**config.mk**
```make
export PLATFORM = sky130hd
export DESIGN_NAME = joystick_deadzone_normalizer
export DESIGN_NICKNAME = d
export VERILOG_FILES = /design/src/rtl/jdn_pkg.sv /design/src/rtl/joystick_deadzone_normalizer.sv /design/src/rtl/jdn_div.sv
export VERILOG_INCLUDE_DIRS = /design/src /design/src/rtl
export SDC_FILE = /design/constraint.sdc
export NUM_CORES = 1
export LEC_CHECK = 0
export BUFFER_PORTS_ARGS = -buffer_cell sky130_fd_sc_hd__buf_2
export CAP_MARGIN = 20
export CORE_ASPECT_RATIO = 1.75
export CORE_UTILIZATION = 36
export CTS_CLUSTER_DIAMETER = 100
export DETAILED_ROUTE_END_ITERATION = 8
export SLEW_MARGIN = 10
export SYNTH_ARGS = -nofsm -noshare
export SYNTH_HDL_FRONTEND = slang
export SYNTH_SLANG_ARGS = --single-unit
export TNS_END_PERCENT = 100
```
**constraint.sdc**
```tcl
create_clock -name clk -period 9.25 [get_ports clk]
set_input_delay 0.925 -clock clk [delete_from_list [all_inputs] [get_ports clk]]
set_output_delay 0.925 -clock clk [all_outputs]
set_load 0.03 [all_outputs]
```
**src/rtl/joystick_deadzone_normalizer_macros.svh**
```systemverilog
// assertion macros shared by the rtl
`ifndef JOYSTICK_DEADZONE_NORMALIZER_MACROS_SVH
`define JOYSTICK_DEADZONE_NORMALIZER_MACROS_SVH

// same-cycle implication, sampled on clk, off during reset
`define JDN_ASSERT_IMPL(label, ante, cons, msg) \
    label: assert property (@(posedge clk) disable iff (!rst_n) (ante) |-> (cons)) \
        else $error(msg);

// next-cycle implication, sampled on clk, off during reset
`define JDN_ASSERT_NEXT(label, ante, cons, msg) \
    label: assert property (@(posedge clk) disable iff (!rst_n) (ante) |=> (cons)) \
        else $error(msg);

`endif

```
**src/rtl/jdn_pkg.sv**
```systemverilog
`timescale 1ns / 1ps

package jdn_pkg;

    localparam int ADC_FULL_SCALE = 4095;

    localparam int RAW_W      = 12;
    localparam int CTR_W      = 12;
    localparam int DZ_W       = 12;
    localparam int CNT_W      = 16;
    localparam int SUM_W      = 28;
    localparam int AXIS_W     = 8;
    localparam int OP_W       = 1;
    localparam int SIDE_W     = 17;
    localparam int USABLE_W   = 18;
    localparam int EXC_W      = 13;
    localparam int NUM_W      = 19;
    localparam int DVD_W      = 28;
    localparam int DIVISOR_W  = 17;
    localparam int Q_W        = 12;
    localparam int DIV_STEPS  = 28;
    localparam int DIV_CNT_W  = $clog2(DIV_STEPS + 1);

    localparam int IN_DATA_W  = 24;
    localparam int OUT_DATA_W = 16;
    localparam int CFG_IDX_W  = 1;
    localparam int CFG_DATA_W = 16;

    localparam logic [SIDE_W-1:0] FULL_SCALE_V = SIDE_W'(ADC_FULL_SCALE);
    localparam logic [CTR_W-1:0]  CENTER_RST   = (ADC_FULL_SCALE / 2 > 4095) ?
                                                 CTR_W'(4095) : CTR_W'(ADC_FULL_SCALE / 2);
    localparam logic [CNT_W-1:0]  SAMPLE_COUNT_RST = CNT_W'(64);
    localparam logic [6:0]        AXIS_MAX     = 7'd127;

    localparam logic [OP_W-1:0] OP_READ = 1'b0;
    localparam logic [OP_W-1:0] OP_CAL  = 1'b1;

    typedef enum logic [CFG_IDX_W-1:0] {
        REG_DEADZONE     = 1'b0,
        REG_SAMPLE_COUNT = 1'b1
    } cfg_reg_t;

    typedef enum logic [2:0] {
        ST_IDLE,
        ST_PREP1,
        ST_PREP2,
        ST_DIV,
        ST_FIN
    } state_t;

    typedef struct packed {
        logic [Q_W-1:0] quot;
        logic           ovf;
        logic           done;
    } div_res_t;

    // clamp quotient to 0..127 and apply the sign of the deflection, or give zero in the dead zone
    function automatic logic [AXIS_W-1:0] axis_value(logic zero, logic neg, div_res_t r);
        logic [6:0]        val;
        logic [AXIS_W-1:0] mag;
        val = (r.ovf || r.quot > Q_W'(AXIS_MAX)) ? AXIS_MAX : r.quot[6:0];
        mag = {1'b0, val};
        if (zero)
        begin
            return '0;
        end
        return neg ? AXIS_W'(-mag) : mag;
    endfunction

endpackage

```
**src/rtl/joystick_deadzone_normalizer.sv**
```systemverilog
`timescale 1ns / 1ps

// Joystick dead-zone normalizer. Each input word carries an X and a Y ADC sample and an op
// flag in tuser: a calibration sample adds to running sums and, on the configured count-th
// sample, sets each axis center to the truncated average; a read sample yields one output
// word of two signed deflections in -127..127, zero inside the dead zone. A read passes
// through two setup states, the bit-serial restoring dividers (one per axis, one quotient
// bit per cycle) and a finish state that loads the output register once the previous
// output word is no longer held. The input is ready only in the idle state, so a new
// word is taken only after the last one is through. A calibration sample is done on
// accept, or, when it completes the average, runs the same dividers and then writes the
// centers. A finished word waits in the output register while the next input is accepted.
// deadzone (index 0) and sample_count (index 1) are written through cfg_we; the user must
// write them only while the block is idle, which the block itself does not enforce;
// a sample_count of zero acts as one.
module joystick_deadzone_normalizer (
    input  logic                           clk,
    input  logic                           rst_n,
    input  logic                           s_tvalid,
    output logic                           s_tready,
    input  logic [jdn_pkg::IN_DATA_W-1:0]  s_tdata,   // raw_x, raw_y
    input  logic [jdn_pkg::OP_W-1:0]       s_tuser,   // op
    output logic                           m_tvalid,
    input  logic                           m_tready,
    output logic [jdn_pkg::OUT_DATA_W-1:0] m_tdata,   // axis_x, axis_y
    input  logic                           cfg_we,
    input  logic [jdn_pkg::CFG_IDX_W-1:0]  cfg_index,
    input  logic [jdn_pkg::CFG_DATA_W-1:0] cfg_data
);
    import jdn_pkg::*;

    `include "joystick_deadzone_normalizer_macros.svh"

    state_t state_reg;
    state_t state_next;

    logic [DZ_W-1:0]     deadzone_reg;
    logic [CNT_W-1:0]    sample_count_reg;
    logic [CTR_W-1:0]    center_x_reg;
    logic [CTR_W-1:0]    center_y_reg;
    logic [SUM_W-1:0]    sum_x_reg;
    logic [SUM_W-1:0]    sum_y_reg;
    logic [CNT_W-1:0]    taken_reg;
    logic                cal_reg;
    logic [RAW_W-1:0]    raw_x_reg;
    logic [RAW_W-1:0]    raw_y_reg;
    logic [RAW_W-1:0]    mag_x_reg;
    logic [RAW_W-1:0]    mag_y_reg;
    logic [SIDE_W-1:0]   side_x_reg;
    logic [SIDE_W-1:0]   side_y_reg;
    logic                neg_x_reg;
    logic                neg_y_reg;
    logic                zero_x_reg;
    logic                zero_y_reg;
    logic [AXIS_W-1:0]   axis_x_reg;
    logic [AXIS_W-1:0]   axis_y_reg;
    logic                m_tvalid_reg;

    logic                accept;
    logic                div_start;
    logic                out_load;
    logic                center_load;

    logic [CNT_W-1:0]    cnt_eff;
    logic [CNT_W-1:0]    taken_inc;
    logic                cal_done;
    logic [SUM_W-1:0]    sum_x_inc;
    logic [SUM_W-1:0]    sum_y_inc;
    logic [DIVISOR_W-1:0] cal_n;

    logic [EXC_W-1:0]    delta_x;
    logic [EXC_W-1:0]    delta_y;
    logic [RAW_W-1:0]    mag_x;
    logic [RAW_W-1:0]    mag_y;
    logic [SIDE_W-1:0]   side_x;
    logic [SIDE_W-1:0]   side_y;

    logic [EXC_W-1:0]    exc_x;
    logic [EXC_W-1:0]    exc_y;
    logic [USABLE_W-1:0] usable_x;
    logic [USABLE_W-1:0] usable_y;
    logic                zero_x;
    logic                zero_y;
    logic [NUM_W-1:0]    num_x;
    logic [NUM_W-1:0]    num_y;

    logic [DVD_W-1:0]     dvd_x;
    logic [DVD_W-1:0]     dvd_y;
    logic [DIVISOR_W-1:0] dsr_x;
    logic [DIVISOR_W-1:0] dsr_y;
    div_res_t             res_x;
    div_res_t             res_y;

    // calibration accumulate
    always_comb
    begin
        cnt_eff   = (sample_count_reg == '0) ? CNT_W'(1) : sample_count_reg;
        taken_inc = taken_reg + 1'b1;
        cal_done  = (taken_inc == '0) || (taken_inc >= cnt_eff);
        sum_x_inc = sum_x_reg + SUM_W'(s_tdata[RAW_W-1:0]);
        sum_y_inc = sum_y_reg + SUM_W'(s_tdata[2*RAW_W-1:RAW_W]);
        // a wrapped counter means the full 65536 samples
        cal_n     = (taken_inc == '0) ? {1'b1, {CNT_W{1'b0}}} : {1'b0, taken_inc};
    end

    // first setup cycle: magnitude and the full-scale side toward the deflection
    always_comb
    begin
        delta_x = {1'b0, raw_x_reg} - {1'b0, center_x_reg};
        delta_y = {1'b0, raw_y_reg} - {1'b0, center_y_reg};
        mag_x   = delta_x[EXC_W-1] ? RAW_W'(-delta_x) : delta_x[RAW_W-1:0];
        mag_y   = delta_y[EXC_W-1] ? RAW_W'(-delta_y) : delta_y[RAW_W-1:0];
        side_x  = delta_x[EXC_W-1] ? SIDE_W'(center_x_reg)
                                   : FULL_SCALE_V - SIDE_W'(center_x_reg);
        side_y  = delta_y[EXC_W-1] ? SIDE_W'(center_y_reg)
                                   : FULL_SCALE_V - SIDE_W'(center_y_reg);
    end

    // second setup cycle: dead zone removal, usable range, numerator times 127
    always_comb
    begin
        exc_x    = {1'b0, mag_x_reg} - {1'b0, deadzone_reg};
        exc_y    = {1'b0, mag_y_reg} - {1'b0, deadzone_reg};
        usable_x = {side_x_reg[SIDE_W-1], side_x_reg} - USABLE_W'(deadzone_reg);
        usable_y = {side_y_reg[SIDE_W-1], side_y_reg} - USABLE_W'(deadzone_reg);
        zero_x   = exc_x[EXC_W-1] || (exc_x == '0) || usable_x[USABLE_W-1] || (usable_x == '0);
        zero_y   = exc_y[EXC_W-1] || (exc_y == '0) || usable_y[USABLE_W-1] || (usable_y == '0);
        num_x    = {exc_x[RAW_W-1:0], 7'b0} - NUM_W'(exc_x[RAW_W-1:0]);
        num_y    = {exc_y[RAW_W-1:0], 7'b0} - NUM_W'(exc_y[RAW_W-1:0]);
    end

    always_comb
    begin
        if (state_reg == ST_PREP2)
        begin
            dvd_x = DVD_W'(num_x);
            dvd_y = DVD_W'(num_y);
            dsr_x = usable_x[DIVISOR_W-1:0];
            dsr_y = usable_y[DIVISOR_W-1:0];
        end
        else
        begin
            dvd_x = sum_x_inc;
            dvd_y = sum_y_inc;
            dsr_x = cal_n;
            dsr_y = cal_n;
        end
    end

    jdn_div u_div_x (
        .clk      (clk),
        .rst_n    (rst_n),
        .start    (div_start),
        .dividend (dvd_x),
        .divisor  (dsr_x),
        .res      (res_x)
    );

    jdn_div u_div_y (
        .clk      (clk),
        .rst_n    (rst_n),
        .start    (div_start),
        .dividend (dvd_y),
        .divisor  (dsr_y),
        .res      (res_y)
    );

    // next state
    always_comb
    begin
        state_next = state_reg;
        case (state_reg)
            ST_IDLE:
            begin
                if (s_tvalid)
                begin
                    if (s_tuser == OP_READ)
                    begin
                        state_next = ST_PREP1;
                    end
                    else if (cal_done)
                    begin
                        state_next = ST_DIV;
                    end
                end
            end
            ST_PREP1:
            begin
                state_next = ST_PREP2;
            end
            ST_PREP2:
            begin
                state_next = ST_DIV;
            end
            ST_DIV:
            begin
                if (res_x.done)
                begin
                    state_next = cal_reg ? ST_IDLE : ST_FIN;
                end
            end
            ST_FIN:
            begin
                if (!m_tvalid_reg || m_tready)
                begin
                    state_next = ST_IDLE;
                end
            end
            default:
            begin
                state_next = ST_IDLE;
            end
        endcase
    end

    // state outputs
    always_comb
    begin
        s_tready    = (state_reg == ST_IDLE);
        accept      = s_tvalid && s_tready;
        div_start   = (accept && (s_tuser == OP_CAL) && cal_done) || (state_reg == ST_PREP2);
        out_load    = (state_reg == ST_FIN) && (!m_tvalid_reg || m_tready);
        center_load = (state_reg == ST_DIV) && res_x.done && cal_reg;
    end

    always_ff @(posedge clk or negedge rst_n)
    begin
        if (!rst_n)
        begin
            state_reg        <= ST_IDLE;
            deadzone_reg     <= '0;
            sample_count_reg <= SAMPLE_COUNT_RST;
            center_x_reg     <= CENTER_RST;
            center_y_reg     <= CENTER_RST;
            sum_x_reg        <= '0;
            sum_y_reg        <= '0;
            taken_reg        <= '0;
            cal_reg          <= 1'b0;
            m_tvalid_reg     <= 1'b0;
        end
        else
        begin
            state_reg <= state_next;
            if (cfg_we)
            begin
                case (cfg_reg_t'(cfg_index))
                    REG_DEADZONE:     deadzone_reg     <= cfg_data[DZ_W-1:0];
                    REG_SAMPLE_COUNT: sample_count_reg <= cfg_data;
                    default:          deadzone_reg     <= deadzone_reg;
                endcase
            end
            if (accept)
            begin
                cal_reg <= (s_tuser == OP_CAL);
                if (s_tuser == OP_CAL)
                begin
                    if (cal_done)
                    begin
                        sum_x_reg <= '0;
                        sum_y_reg <= '0;
                        taken_reg <= '0;
                    end
                    else
                    begin
                        sum_x_reg <= sum_x_inc;
                        sum_y_reg <= sum_y_inc;
                        taken_reg <= taken_inc;
                    end
                end
            end
            if (center_load)
            begin
                center_x_reg <= res_x.quot;
                center_y_reg <= res_y.quot;
            end
            if (out_load)
            begin
                m_tvalid_reg <= 1'b1;
            end
            else if (m_tready)
            begin
                m_tvalid_reg <= 1'b0;
            end
        end
    end

    always_ff @(posedge clk)
    begin
        if (accept)
        begin
            raw_x_reg <= s_tdata[RAW_W-1:0];
            raw_y_reg <= s_tdata[2*RAW_W-1:RAW_W];
        end
        if (state_reg == ST_PREP1)
        begin
            mag_x_reg  <= mag_x;
            mag_y_reg  <= mag_y;
            side_x_reg <= side_x;
            side_y_reg <= side_y;
            neg_x_reg  <= delta_x[EXC_W-1];
            neg_y_reg  <= delta_y[EXC_W-1];
        end
        if (state_reg == ST_PREP2)
        begin
            zero_x_reg <= zero_x;
            zero_y_reg <= zero_y;
        end
        if (out_load)
        begin
            axis_x_reg <= axis_value(zero_x_reg, neg_x_reg, res_x);
            axis_y_reg <= axis_value(zero_y_reg, neg_y_reg, res_y);
        end
    end

    assign m_tvalid = m_tvalid_reg;
    assign m_tdata  = {axis_y_reg, axis_x_reg};

    `JDN_ASSERT_IMPL(a_div_lockstep, 1'b1, res_x.done == res_y.done, "axis dividers out of step")
    `JDN_ASSERT_NEXT(a_cal_no_word, accept && (s_tuser == OP_CAL), !$rose(m_tvalid), "calibration produced a word")
    `JDN_ASSERT_IMPL(a_word_from_fin, $rose(m_tvalid), $past(state_reg) == ST_FIN, "word not from finish state")
    `JDN_ASSERT_NEXT(a_cal_clear, accept && (s_tuser == OP_CAL) && cal_done, (taken_reg == '0) && (sum_x_reg == '0), "sums not cleared after average")

endmodule

```
**src/rtl/jdn_div.sv**
```systemverilog
`timescale 1ns / 1ps

module jdn_div (
    input  logic                          clk,
    input  logic                          rst_n,
    input  logic                          start,
    input  logic [jdn_pkg::DVD_W-1:0]     dividend,
    input  logic [jdn_pkg::DIVISOR_W-1:0] divisor,
    output jdn_pkg::div_res_t             res
);
    import jdn_pkg::*;

    logic [DVD_W-1:0]     dvd_reg;
    logic [DIVISOR_W-1:0] dsr_reg;
    logic [DIVISOR_W-1:0] rem_reg;
    logic [DIVISOR_W-1:0] rem_next;
    logic [Q_W-1:0]       q_reg;
    logic                 ovf_reg;
    logic [DIV_CNT_W-1:0] cnt_reg;
    logic                 done_reg;
    logic [DIVISOR_W:0]   trial;
    logic [DIVISOR_W:0]   diff;
    logic                 fits;

    // restoring division, one quotient bit per cycle
    always_comb
    begin
        trial    = {rem_reg, dvd_reg[DVD_W-1]};
        diff     = trial - {1'b0, dsr_reg};
        fits     = trial >= {1'b0, dsr_reg};
        rem_next = fits ? diff[DIVISOR_W-1:0] : trial[DIVISOR_W-1:0];
    end

    always_ff @(posedge clk or negedge rst_n)
    begin
        if (!rst_n)
        begin
            cnt_reg  <= '0;
            done_reg <= 1'b0;
        end
        else if (start)
        begin
            cnt_reg  <= DIV_CNT_W'(DIV_STEPS);
            done_reg <= 1'b0;
        end
        else if (cnt_reg != '0)
        begin
            cnt_reg  <= cnt_reg - 1'b1;
            done_reg <= (cnt_reg == DIV_CNT_W'(1));
        end
        else
        begin
            done_reg <= 1'b0;
        end
    end

    always_ff @(posedge clk)
    begin
        if (start)
        begin
            dvd_reg <= dividend;
            dsr_reg <= divisor;
            rem_reg <= '0;
            q_reg   <= '0;
            ovf_reg <= 1'b0;
        end
        else if (cnt_reg != '0)
        begin
            dvd_reg <= {dvd_reg[DVD_W-2:0], 1'b0};
            rem_reg <= rem_next;
            // only the low quotient bits are kept, anything above is sticky
            q_reg   <= {q_reg[Q_W-2:0], fits};
            ovf_reg <= ovf_reg | q_reg[Q_W-1];
        end
    end

    assign res.quot = q_reg;
    assign res.ovf  = ovf_reg;
    assign res.done = done_reg;

endmodule

```
==> results.sh, run 1 <==
export IMPL_dieArea_um2=68900
export IMPL_cts_hold_buffers=0
export IMPL_path_class="register to register"
export IMPL_crit_slowest_cell="buf_4"
export IMPL_num_rows=126
export IMPL_final_cell_mix="nand2_1, edfxtp_1, nor2_1"
export IMPL_hold_viol=0
export IMPL_ios=65
export IMPL_nFillCells=6567
export IMPL_cp_endpoint="u_div_x.dsr_reg[13]$_DFFE_PN_"
export IMPL_cp_num_buf_inv=5
export IMPL_cts_tree="yes"
export IMPL_syn_nets=2818
export IMPL_grt_pass1_vias=19600
export IMPL_regToRegSetupSlack_ps=2900
export IMPL_ctsHtreeMaxLevel=2
export IMPL_io_buffers=64
export IMPL_cts_buffers_inserted=38
export IMPL_maxCapViolations=0
export IMPL_fin_worst_skew_ps=23.5
export IMPL_worstPathMaxFanout=57
export IMPL_slowest_delay_ps=700
export IMPL_synth_distinct_cells=93
export IMPL_clk_insertion_delay_late_ps=560
export IMPL_remaining_drc_errors=0
export IMPL_setup_tns_final_ps=0
export IMPL_routed_wirelength_um=69600
export IMPL_required_ps=9430
export IMPL_worstSetupPathDepth=17
export IMPL_yosysSeqAreaShare_pct=41.8
export IMPL_routedLengthMet1_um=26300
export IMPL_peakVddDrop_v=0.000143
export IMPL_status="finished clean"
export IMPL_drv_slew=0
export IMPL_syn2layout_area_growth_pct=10.0
export IMPL_finalCritPeriodShare_pct=68.7
export IMPL_firstDrtPassIters=6
export IMPL_dp_hpwl_um=52100
export IMPL_routed_top_layer="met4"
export IMPL_crit_family="buffers and inverters"
export IMPL_slew_headroom_pct=18.6
export IMPL_clock_sinks=382
export IMPL_setup_viol=0
export IMPL_cts_root_buf="clkbuf_16"
export IMPL_avgSynthCellArea_um2=9.42
export IMPL_timing_rr_end="u_div_x.dsr_reg[13]$_DFFE_PN_"
export IMPL_cts_resized=0
export IMPL_clk_pin_slew_ps=60
export IMPL_wl_per_cell_um=19.6
export IMPL_vias_per_cell=5.51
export IMPL_cp_startpoint="taken_reg[0]$_DFFE_PN0P_"
export IMPL_ff_latch_area_um2=10200
export IMPL_ant_nets=0
export IMPL_synth_ff_type="edfxtp_1"
export IMPL_dp_cells=3468
export IMPL_r2r_start="taken_reg[0]$_DFFE_PN0P_"
export IMPL_fin_crit_ps=6350
export IMPL_vias=19500
export IMPL_die_w_um=199
export IMPL_syn_area_um2=24400
export IMPL_synthCells=2593
export IMPL_ys_async_sr_fraction_pct=36.6
export IMPL_initial_core_util_pct=36.3
export IMPL_multi_input_area_um2=13200
export IMPL_grt_pass1_wl_um=108000
export IMPL_rsz0062_at_grt="false"
export IMPL_nNetsFinal=2839
export IMPL_gr_total_overflow=0
export IMPL_fmax_ghz=0.157
export IMPL_hold_path_class="primary input to async pin"
export IMPL_placed_area_um2=25600
export IMPL_synth_edf_count=182
export IMPL_final_layout_size_suffix_gt1_share_pct=10.1
export IMPL_dr_wl_met3_um=2470
export IMPL_synth_seq_cells=382
export IMPL_end_kind="register"
export IMPL_grt_max_degree=74
export IMPL_ff2ff_path_depth=17
export IMPL_cp_arrival_ps=6530
export IMPL_clock_path_buffers=3
export IMPL_fin_area_um2=26900
export IMPL_wl_met2_um=36200
export IMPL_fp_coreArea_um2=67300
export IMPL_finish_utilization_pct=39.9
export IMPL_first_iter_violations=1514
export IMPL_worstPathCellList="ha_1 -> nand2_1 -> or3_1 -> nor2_1 -> xnor2_1 -> inv_1 -> ha_1 -> nand4_1 -> a211o_1 -> or2_2 -> o221ai_1 -> a21o_1 -> buf_4 -> a21oi_2 -> buf_4 -> clkinv_2 -> buf_4"
export IMPL_ys_warn_count=0
export IMPL_layout_commonest_cell="nand2_1"
export IMPL_tightest_slew_ps=1190
export IMPL_antenna_found_initial=0
export IMPL_track_usage_pct=20.3
export IMPL_postCtsSetupRepairBufs=0
export IMPL_layoutNonFillerInstCount=3543
export IMPL_die_h_um=347
export IMPL_start_kind="register"
export IMPL_p_leak_nw=11.1
export IMPL_power_mw=8.35
export IMPL_cp_common_cell="buf_4"
export IMPL_powerDensity_nw_per_um2=311
export IMPL_globalplace_congestion=0.941
## worst min path at each step
stage / startpoint / end
after floorplan: cal_reg$_DFFE_PN0P_ / state_reg[2]$_DFFE_PN0P_
after global placement: cal_reg$_DFFE_PN0P_ / state_reg[2]$_DFFE_PN0P_
after detailed placement: cal_reg$_DFFE_PN0P_ / state_reg[2]$_DFFE_PN0P_
after CTS: rst_n / sum_x_reg[6]$_DFFE_PN0P_
after global routing: rst_n / sum_x_reg[1]$_DFFE_PN0P_
final: rst_n / center_x_reg[11]$_DFFE_PN0P_
## layer usage
| layer | up-vias | GRT usage [%] |
|---|---|---|
| met5 | - | 0 |
| met4 | 0 | 12.8 |
| met3 | 186 | 1.91 |
| met2 | 493 | 37.0 |
| met1 | 9440 | 22.1 |
| li1 | 9398 | - |
## synthesized netlist by cell type (7+ instances only)
master / number / share of area (%)
nand2_1: 281 / 4.3
edfxtp_1: 182 / 22
nor2_1: 179 / 2.8
ha_1: 168 / 8.6
inv_1: 165 / 2.5
a21oi_1: 156 / 3.2
o21ai_0: 156 / 3.2
xnor2_1: 148 / 5.3
dfrtp_1: 117 / 12
nand3_1: 70 / 1.4
clkbuf_1: 63 / 0.97
dfxtp_1: 60 / 4.9
nor3_1: 58 / 1.2
xor2_1: 56 / 2.0
a211oi_1: 50 / 1.5
a21o_1: 50 / 1.5
mux2_2: 42 / 1.9
o21ai_1: 34 / 0.70
o31ai_1: 33 / 1.0
mux2i_1: 31 / 1.3
buf_2: 30 / 0.61
or3_1: 29 / 0.74
o22ai_1: 27 / 0.69
nor2b_1: 25 / 0.64
o21a_1: 25 / 0.77
dfstp_2: 23 / 2.5
or2_2: 23 / 0.59
nand2b_1: 21 / 0.54
and3_1: 20 / 0.51
a31oi_1: 19 / 0.49
o211ai_1: 16 / 0.49
nand4_1: 15 / 0.38
and2_1: 14 / 0.36
nor4_1: 14 / 0.36
a211o_1: 11 / 0.39
a21boi_0: 11 / 0.34
a22oi_1: 10 / 0.31
fa_1: 10 / 0.82
a22o_1: 9 / 0.32
a31o_2: 8 / 0.29
o31a_1: 8 / 0.29
o21bai_1: 7 / 0.22
o221ai_1: 7 / 0.25
## stage by stage
stage / hold WS, ps / worst slack (ps)
after floorplan: 423 / 4470
after global placement: 449 / 2950
after detailed placement: 452 / 2860
after CTS: 442 / 2810
after global routing: 478 / 2510
final: 439 / 2900
## kinds of logic (layout without fill, tap and decap cells)
kind of cell               after synthesis  count (layout)  synth area share [%]
xor gates and xnor gates               205             205                  7.38
buffers and inverters                  272             322                  4.43
other                                    0               4                     0
DFF                                    382             382                  41.8
adders and majority gates              178             178                  9.43
and+or+nand+nor                        782             782                  15.0
muxes                                   74              74                  3.25
AOI/OAI and AO/OA                      700             700                  18.7
## cell type report
cell class,instances,share of cell area (%)
clock buffer,46,3.77
inverter,168,2.35
timing repair buffer,85,1.94
antenna,4,0.0373
clock inverter,23,0.741
multi-input combinational,1939,49.0
sequential,382,38.0
tap,896,4.17
## report_power, final
| part | internal (mW) | switching [mW] |
|---|---|---|
| Sequential | 2.42 | 0.327 |
| Combinational | 1.66 | 2.38 |
| Clock | 0.868 | 0.693 |
| Total | 4.95 | 3.40 |
Power figures use the tool's default switching activity.
==> inputs of run 2 (changes only) <==
ABC_AREA = 1   (was default)
clock period = 5.4 ns   (was 9.25 ns; I/O delays follow)
==> results.sh, run 2 <==
export IMPL_status="finished clean"
export IMPL_cp_num_buf_inv=5
export IMPL_sw_frac_of_total_pct=47.6
export IMPL_synth_edf_count=182
export IMPL_antenna_found_initial=0
export IMPL_slowest_delay_ps=480
export IMPL_p_leak_nw=13.0
export IMPL_dp_hpwl_um=54400
export IMPL_holdWs_ps=176
export IMPL_placed_area_um2=26200
export IMPL_finalCritPeriodShare_pct=81.5
export IMPL_die_h_um=350
export IMPL_ys_async_sr_fraction_pct=36.6
export IMPL_vias_per_cell=5.00
export IMPL_r2r_start="taken_reg[0]$_DFFE_PN0P_"
export IMPL_peakVddDrop_v=0.000301
export IMPL_synth_distinct_cells=55
export IMPL_syn_nets=3435
export IMPL_rsz0062_at_grt="false"
export IMPL_maxCapViolations=0
export IMPL_worstPathCellList="ha_1 -> nand2_1 -> nor2_1 -> nand2_1 -> xor2_1 -> inv_1 -> ha_1 -> nand2_1 -> inv_1 -> o21ai_0 -> a21oi_1 -> nor2_1 -> nand2_1 -> nor2_1 -> nand2_2 -> nand2_2 -> buf_4 -> nand2_4 -> inv_4 -> buf_4 -> o21ai_1"
export IMPL_fin_crit_ps=4400
export IMPL_synth_top_area_share_pct=21.9
export IMPL_nNetsFinal=3489
export IMPL_cp_arrival_ps=4720
export IMPL_synth_seq_cells=382
export IMPL_io_buffers=64
export IMPL_final_cell_mix="nand2_1, inv_1, nor2_1"
export IMPL_tightest_slew_ps=906
export IMPL_powerDensity_nw_per_um2=665
export IMPL_cts_buffers_inserted=37
export IMPL_intPower_mw=9.59
export IMPL_synth_common_cells="nand2_1, inv_1, nor2_1, o21ai_0, edfxtp_1"
export IMPL_cp_startpoint="taken_reg[0]$_DFFE_PN0P_"
export IMPL_seqPwrFrac_pct=28.0
export IMPL_netlist_top_cells_area="edfxtp_1, nand2_1, dfrtp_1"
export IMPL_grt_max_degree=83
export IMPL_min_delay_start="s_tdata[2]"
export IMPL_crit_slowest_cell="dfrtp_1"
export IMPL_power_frac_comb_pct=56.8
export IMPL_dieArea_um2=70300
export IMPL_vias=21000
export IMPL_layout_commonest_cell="nand2_1"
export IMPL_cp_common_cell="nand2_1"
export IMPL_fp_coreArea_um2=68500
export IMPL_setup_viol=0
export IMPL_initial_core_util_pct=36.4
export IMPL_syn_area_um2=24900
export IMPL_routed_wirelength_um=70000
export IMPL_avgSynthCellArea_um2=7.76
export IMPL_worstPathMaxFanout=35
export IMPL_remaining_drc_errors=0
export IMPL_ctsHtreeMaxLevel=2
export IMPL_grt_pass1_vias=20800
export IMPL_synth_ff_type="edfxtp_1"
export IMPL_synth_top_cell_by_area="edfxtp_1"
export IMPL_path_class="register to register"
export IMPL_postCtsSetupRepairBufs=0
export IMPL_nFillCells=6944
export IMPL_hold_viol=0
export IMPL_wl_per_cell_um=16.7
export IMPL_die_w_um=201
export IMPL_start_kind="register"
export IMPL_drv_slew=0
export IMPL_ys_warn_count=0
export IMPL_p_sw_mw=8.71
export IMPL_first_iter_violations=1138
export IMPL_clock_path_buffers=3
export IMPL_power_share_clock_pct=15.2
export IMPL_gr_total_overflow=0
export IMPL_final_layout_size_suffix_gt1_share_pct=6.26
export IMPL_track_usage_pct=19.9
export IMPL_cts_root_buf="clkbuf_16"
export IMPL_synthMostInstantiatedCell="nand2_1"
export IMPL_syn2layout_area_growth_pct=10.5
export IMPL_grt_pass1_wl_um=110000
export IMPL_num_rows=127
export IMPL_fmax_ghz=0.227
export IMPL_hold_path_class="primary input to register"
export IMPL_clk_pin_slew_ps=70
export IMPL_setup_tns_final_ps=0
export IMPL_clock_sinks=382
export IMPL_cts_tree="yes"
export IMPL_firstDrtPassIters=5
export IMPL_yosysSeqAreaShare_pct=40.9
export IMPL_clk_insertion_delay_late_ps=570
export IMPL_crit_family="simple AND/OR/NAND/NOR gates"
export IMPL_ant_nets=0
export IMPL_fin_worst_skew_ps=16.5
export IMPL_slew_headroom_pct=39.6
export IMPL_diodes=0
export IMPL_synthCells=3210
export IMPL_power_mw=18.3
export IMPL_fin_area_um2=27500
export IMPL_required_ps=5710
export IMPL_ios=65
export IMPL_cts_resized=0
export IMPL_end_kind="register"
export IMPL_globalplace_congestion=0.916
==> run 2: final cells by class <==
| class | count | area (um2) | area share [%] |
|---|---|---|---|
| Multi-Input combinational cell | 2300 | 12700 | 46.1 |
| Sequential cell | 382 | 10200 | 37.0 |
| Inverter | 454 | 1710 | 6.20 |
| Tap cell | 903 | 1130 | 4.10 |
| Clock buffer | 46 | 1000 | 3.63 |
| Timing Repair Buffer | 89 | 549 | 2.00 |
| Clock inverter | 22 | 264 | 0.959 |
==> run 2: worst paths after layout <==
path	end	cells past startpoint	slack, ps
setup / recovery	u_div_x.dvd_reg[1]$_DFFE_PP_	21	1000
hold / removal	raw_x_reg[2]$_DFFE_PP_	1	180
setup reg to reg	u_div_x.dvd_reg[1]$_DFFE_PP_	21	1000
hold reg to reg	u_div_x.q_reg[1]$_SDFFE_PN0P_	2	480
max in group asynchronous	sum_x_reg[1]$_DFFE_PN0P_	3	3540
min in group asynchronous	sample_count_reg[13]$_DFFE_PN0P_	2	570
==> run 2: cell families (layout without fill, tap and decap cells) <==
family          Yosys count  in the layout  synth area share, %
simple gates           1412           1412                 23.5
compound gates          535            535                 11.9
buf+inv                 528            611                 8.28
flops                   382            382                 40.9
fa+ha+maj               178            178                 9.24
xor+xnor                175            175                 6.15
==> run 2: stage by stage <==
step / util (%) / setup slack [ps] / std cells
after detailed placement: 38.3 / 1040 / 4126
after CTS: 40.2 / 1020 / 4195
after global routing: 40.2 / 644 / 4196
final: 40.2 / 996 / 4196
after global placement: 38.3 / 1100 / 4126
after floorplan: - / 983 / 3210
==> run 2: per-layer routing <==
| metal | global-route usage (%) | vias to the layer above | wire, um |
|---|---|---|---|
| met5 | 0 | - | 0 |
| met4 | 11.6 | 0 | 3950 |
| met3 | 1.83 | 152 | 1730 |
| met2 | 38.4 | 366 | 37100 |
| met1 | 20.9 | 9782 | 27200 |
| li1 | - | 10700 | - |
==> run 2: power groups by stage <==
stage / clock [mW] / combinational, mW / sequential (mW)
after floorplan: 0 / 7.79 / 4.98
after global placement: 0 / 10.2 / 5.17
after detailed placement: 0 / 10.3 / 5.18
after CTS: 2.85 / 10.4 / 5.13
after global routing: 2.94 / 11.8 / 5.23
final: 2.78 / 10.4 / 5.13
==> run 2: timing repair <==
item                                    CTS  global route
hold buffers                              1             0
hold endpoints to repair                  1             0
endpoints found under the setup margin    0             0
==> run 2: worst reg2reg max path: cells and delay by family (launching register included) <==
| family | cells | cell delay (ps) |
|---|---|---|
| and+or+nand+nor | 10 | 1280 |
| buffers and inverters | 5 | 1260 |
| DFF | 1 | 480 |
| adders and majority gates | 2 | 470 |
| AOI/OAI and AO/OA | 3 | 390 |
| xor gates and xnor gates | 1 | 260 |
==> inputs of run 3 (changes only) <==
clock period = 4.4 ns   (was 5.4 ns; I/O delays follow)
==> results.sh, run 3 (synthesized netlist as in run 2, its figures left out) <==
export IMPL_layoutNonFillerInstCount=4211
export IMPL_cts_resized=0
export IMPL_path_class="register to register"
export IMPL_min_delay_start="s_tdata[11]"
export IMPL_powerDensity_nw_per_um2=816
export IMPL_maxCapViolations=0
export IMPL_required_ps=4720
export IMPL_setup_viol=0
export IMPL_vias=21200
export IMPL_cts_root_buf="clkbuf_16"
export IMPL_ctsHtreeMaxLevel=2
export IMPL_holdPathStages=1
export IMPL_holdWs_ps=79.0
export IMPL_io_buffers=64
export IMPL_hold_path_class="primary input to register"
export IMPL_clock_path_buffers=3
export IMPL_remaining_drc_errors=0
export IMPL_num_rows=127
export IMPL_track_usage_pct=20.6
export IMPL_layout_commonest_cell="nand2_1"
export IMPL_clock_sinks=382
export IMPL_cts_buffers_inserted=39
export IMPL_cp_common_cell="nand2_1"
export IMPL_place_ws_ps=723
export IMPL_final_cell_mix="nand2_1, inv_1, nor2_1"
export IMPL_die_h_um=350
export IMPL_syn2layout_area_growth_pct=11.0
export IMPL_final_layout_size_suffix_gt1_share_pct=6.50
export IMPL_r2r_start="deadzone_reg[0]$_DFFE_PN0P_"
export IMPL_clk_insertion_delay_late_ps=560
export IMPL_p_leak_nw=13.0
export IMPL_status="finished clean"
export IMPL_globalplace_congestion=0.963
export IMPL_cp_arrival_ps=4030
export IMPL_fin_crit_ps=3710
export IMPL_dieArea_um2=70300
export IMPL_fmax_ghz=0.269
export IMPL_worstPathMaxFanout=5
export IMPL_hold_viol=0
export IMPL_tightest_slew_ps=878
export IMPL_drv_slew=0
export IMPL_ff2ff_path_depth=22
export IMPL_peakVddDrop_v=0.000469
export IMPL_slowest_delay_ps=550
export IMPL_firstDrtPassIters=7
export IMPL_end_kind="register"
export IMPL_initial_core_util_pct=36.4
export IMPL_wl_per_cell_um=17.2
export IMPL_setup_tns_final_ps=0
export IMPL_die_w_um=201
export IMPL_regToRegSetupSlack_ps=690
export IMPL_grt_pass1_wl_um=113000
export IMPL_crit_slowest_cell="dfrtp_1"
export IMPL_fp_coreArea_um2=68500
export IMPL_fin_area_um2=27600
export IMPL_hold_end="raw_x_reg[11]$_DFFE_PP_"
export IMPL_postCtsSetupRepairBufs=0
export IMPL_cts_tree="yes"
export IMPL_clk_pin_slew_ps=70
export IMPL_nNetsFinal=3502
export IMPL_finalCritPeriodShare_pct=84.4
export IMPL_grt_pass1_vias=21300
export IMPL_fin_worst_skew_ps=12.0
export IMPL_vias_per_cell=5.04
export IMPL_ant_nets=0
export IMPL_grt_max_degree=76
export IMPL_rsz0062_at_grt="false"
export IMPL_fin_ws_ps=687
export IMPL_gr_total_overflow=0
export IMPL_first_iter_violations=1089
export IMPL_timing_rr_end="u_div_y.dvd_reg[16]$_DFFE_PP_"
export IMPL_worstPathCellList="ha_1 -> inv_1 -> fa_1 -> nand2_1 -> nand2_1 -> nand3_1 -> nand2_1 -> nand2_1 -> nand2_1 -> nand2_1 -> nand2_1 -> ha_1 -> nand2_1 -> inv_1 -> a21boi_0 -> nand2_1 -> nor2_1 -> nand3_1 -> nand3_1 -> nand2_1 -> nand2_1 -> nand2_1"
export IMPL_dp_hpwl_um=56700
export IMPL_dp_cells=4138
export IMPL_routed_wirelength_um=72500
export IMPL_antenna_found_initial=2
export IMPL_slew_headroom_pct=41.3
export IMPL_placed_area_um2=26300
export IMPL_start_kind="register"
export IMPL_ios=65
-- run 3: cell types whose count changed in the layout (fill, tap and decap cells not counted), sizes merged --
cell,delta
buf,+11
bufinv,-3
clkbuf,+12
clkinv,-1
clkinvlp,-2
diode,+1
inv,-3
-- run 3: what timing repair did --
item | in CTS | in global routing
hold buffers | 1 | 0
setup endpoints to repair | 0 | 0
endpoints found under the hold margin | 73 | 0
-- run 3: worst max path at each step --
stage | slack (ps) | depth (start not counted) | from | to
global route | 370 | 23 | taken_reg[0]$_DFFE_PN0P_ | u_div_x.dvd_reg[22]$_DFFE_PP_
CTS | 710 | 22 | deadzone_reg[0]$_DFFE_PN0P_ | u_div_y.dvd_reg[16]$_DFFE_PP_
floorplan | 1080 | 22 | taken_reg[0]$_DFFE_PN0P_ | u_div_y.dvd_reg[0]$_SDFFCE_PP0P_
finish | 690 | 22 | deadzone_reg[0]$_DFFE_PN0P_ | u_div_y.dvd_reg[16]$_DFFE_PP_
detailed placement | 720 | 22 | deadzone_reg[0]$_DFFE_PN0P_ | u_div_y.dvd_reg[16]$_DFFE_PP_
global placement | 730 | 22 | deadzone_reg[0]$_DFFE_PN0P_ | u_div_y.dvd_reg[16]$_DFFE_PP_
-- run 3: where the power goes --
part | total [mW] | internal (mW) | switching, mW
Combinational | 12.8 | 4.39 | 8.39
Clock | 3.45 | 1.96 | 1.49
Sequential | 6.34 | 5.49 | 0.849
-- run 3: critical path: cells and delay by family, from the launching register on --
family / cells / cell delay [ps]
compound gates: 1 / 290
flops: 1 / 550
buf+inv: 2 / 160
simple gates: 16 / 1470
fa+ha+maj: 3 / 1000
-- run 3: layout make-up --
class / count / area (um2)
Inverter: 454 / 1710
Timing Repair Buffer: 100 / 612
Tap cell: 903 / 1130
Antenna cell: 1 / 2.50
Multi-Input combinational cell: 2300 / 12700
Clock buffer: 58 / 1200
Clock inverter: 13 / 105
Fill cell: 6982 / 40800
Sequential cell: 382 / 10200
-- run 3: metal layers --
layer / track usage [%] / vias to the layer above / routed length (um) / part of all wire [%]
li1: - / 10700 / - / -
met1: 20.4 / 9948 / 26700 / 37
met2: 40.1 / 385 / 38800 / 54
met3: 2.15 / 202 / 2100 / 2.9
met4: 13.8 / 2 / 4910 / 6.8
met5: 0 / - / 12 / 0.017
-- run 3: stage by stage --
| stage | util, % | total power [mW] |
|---|---|---|
| after floorplan | - | 15.7 |
| after global placement | 38.4 | 19.1 |
| after detailed placement | 38.4 | 19.1 |
| after CTS | 40.4 | 22.7 |
| after global routing | 40.4 | 24.6 |
| final | 40.4 | 22.6 |
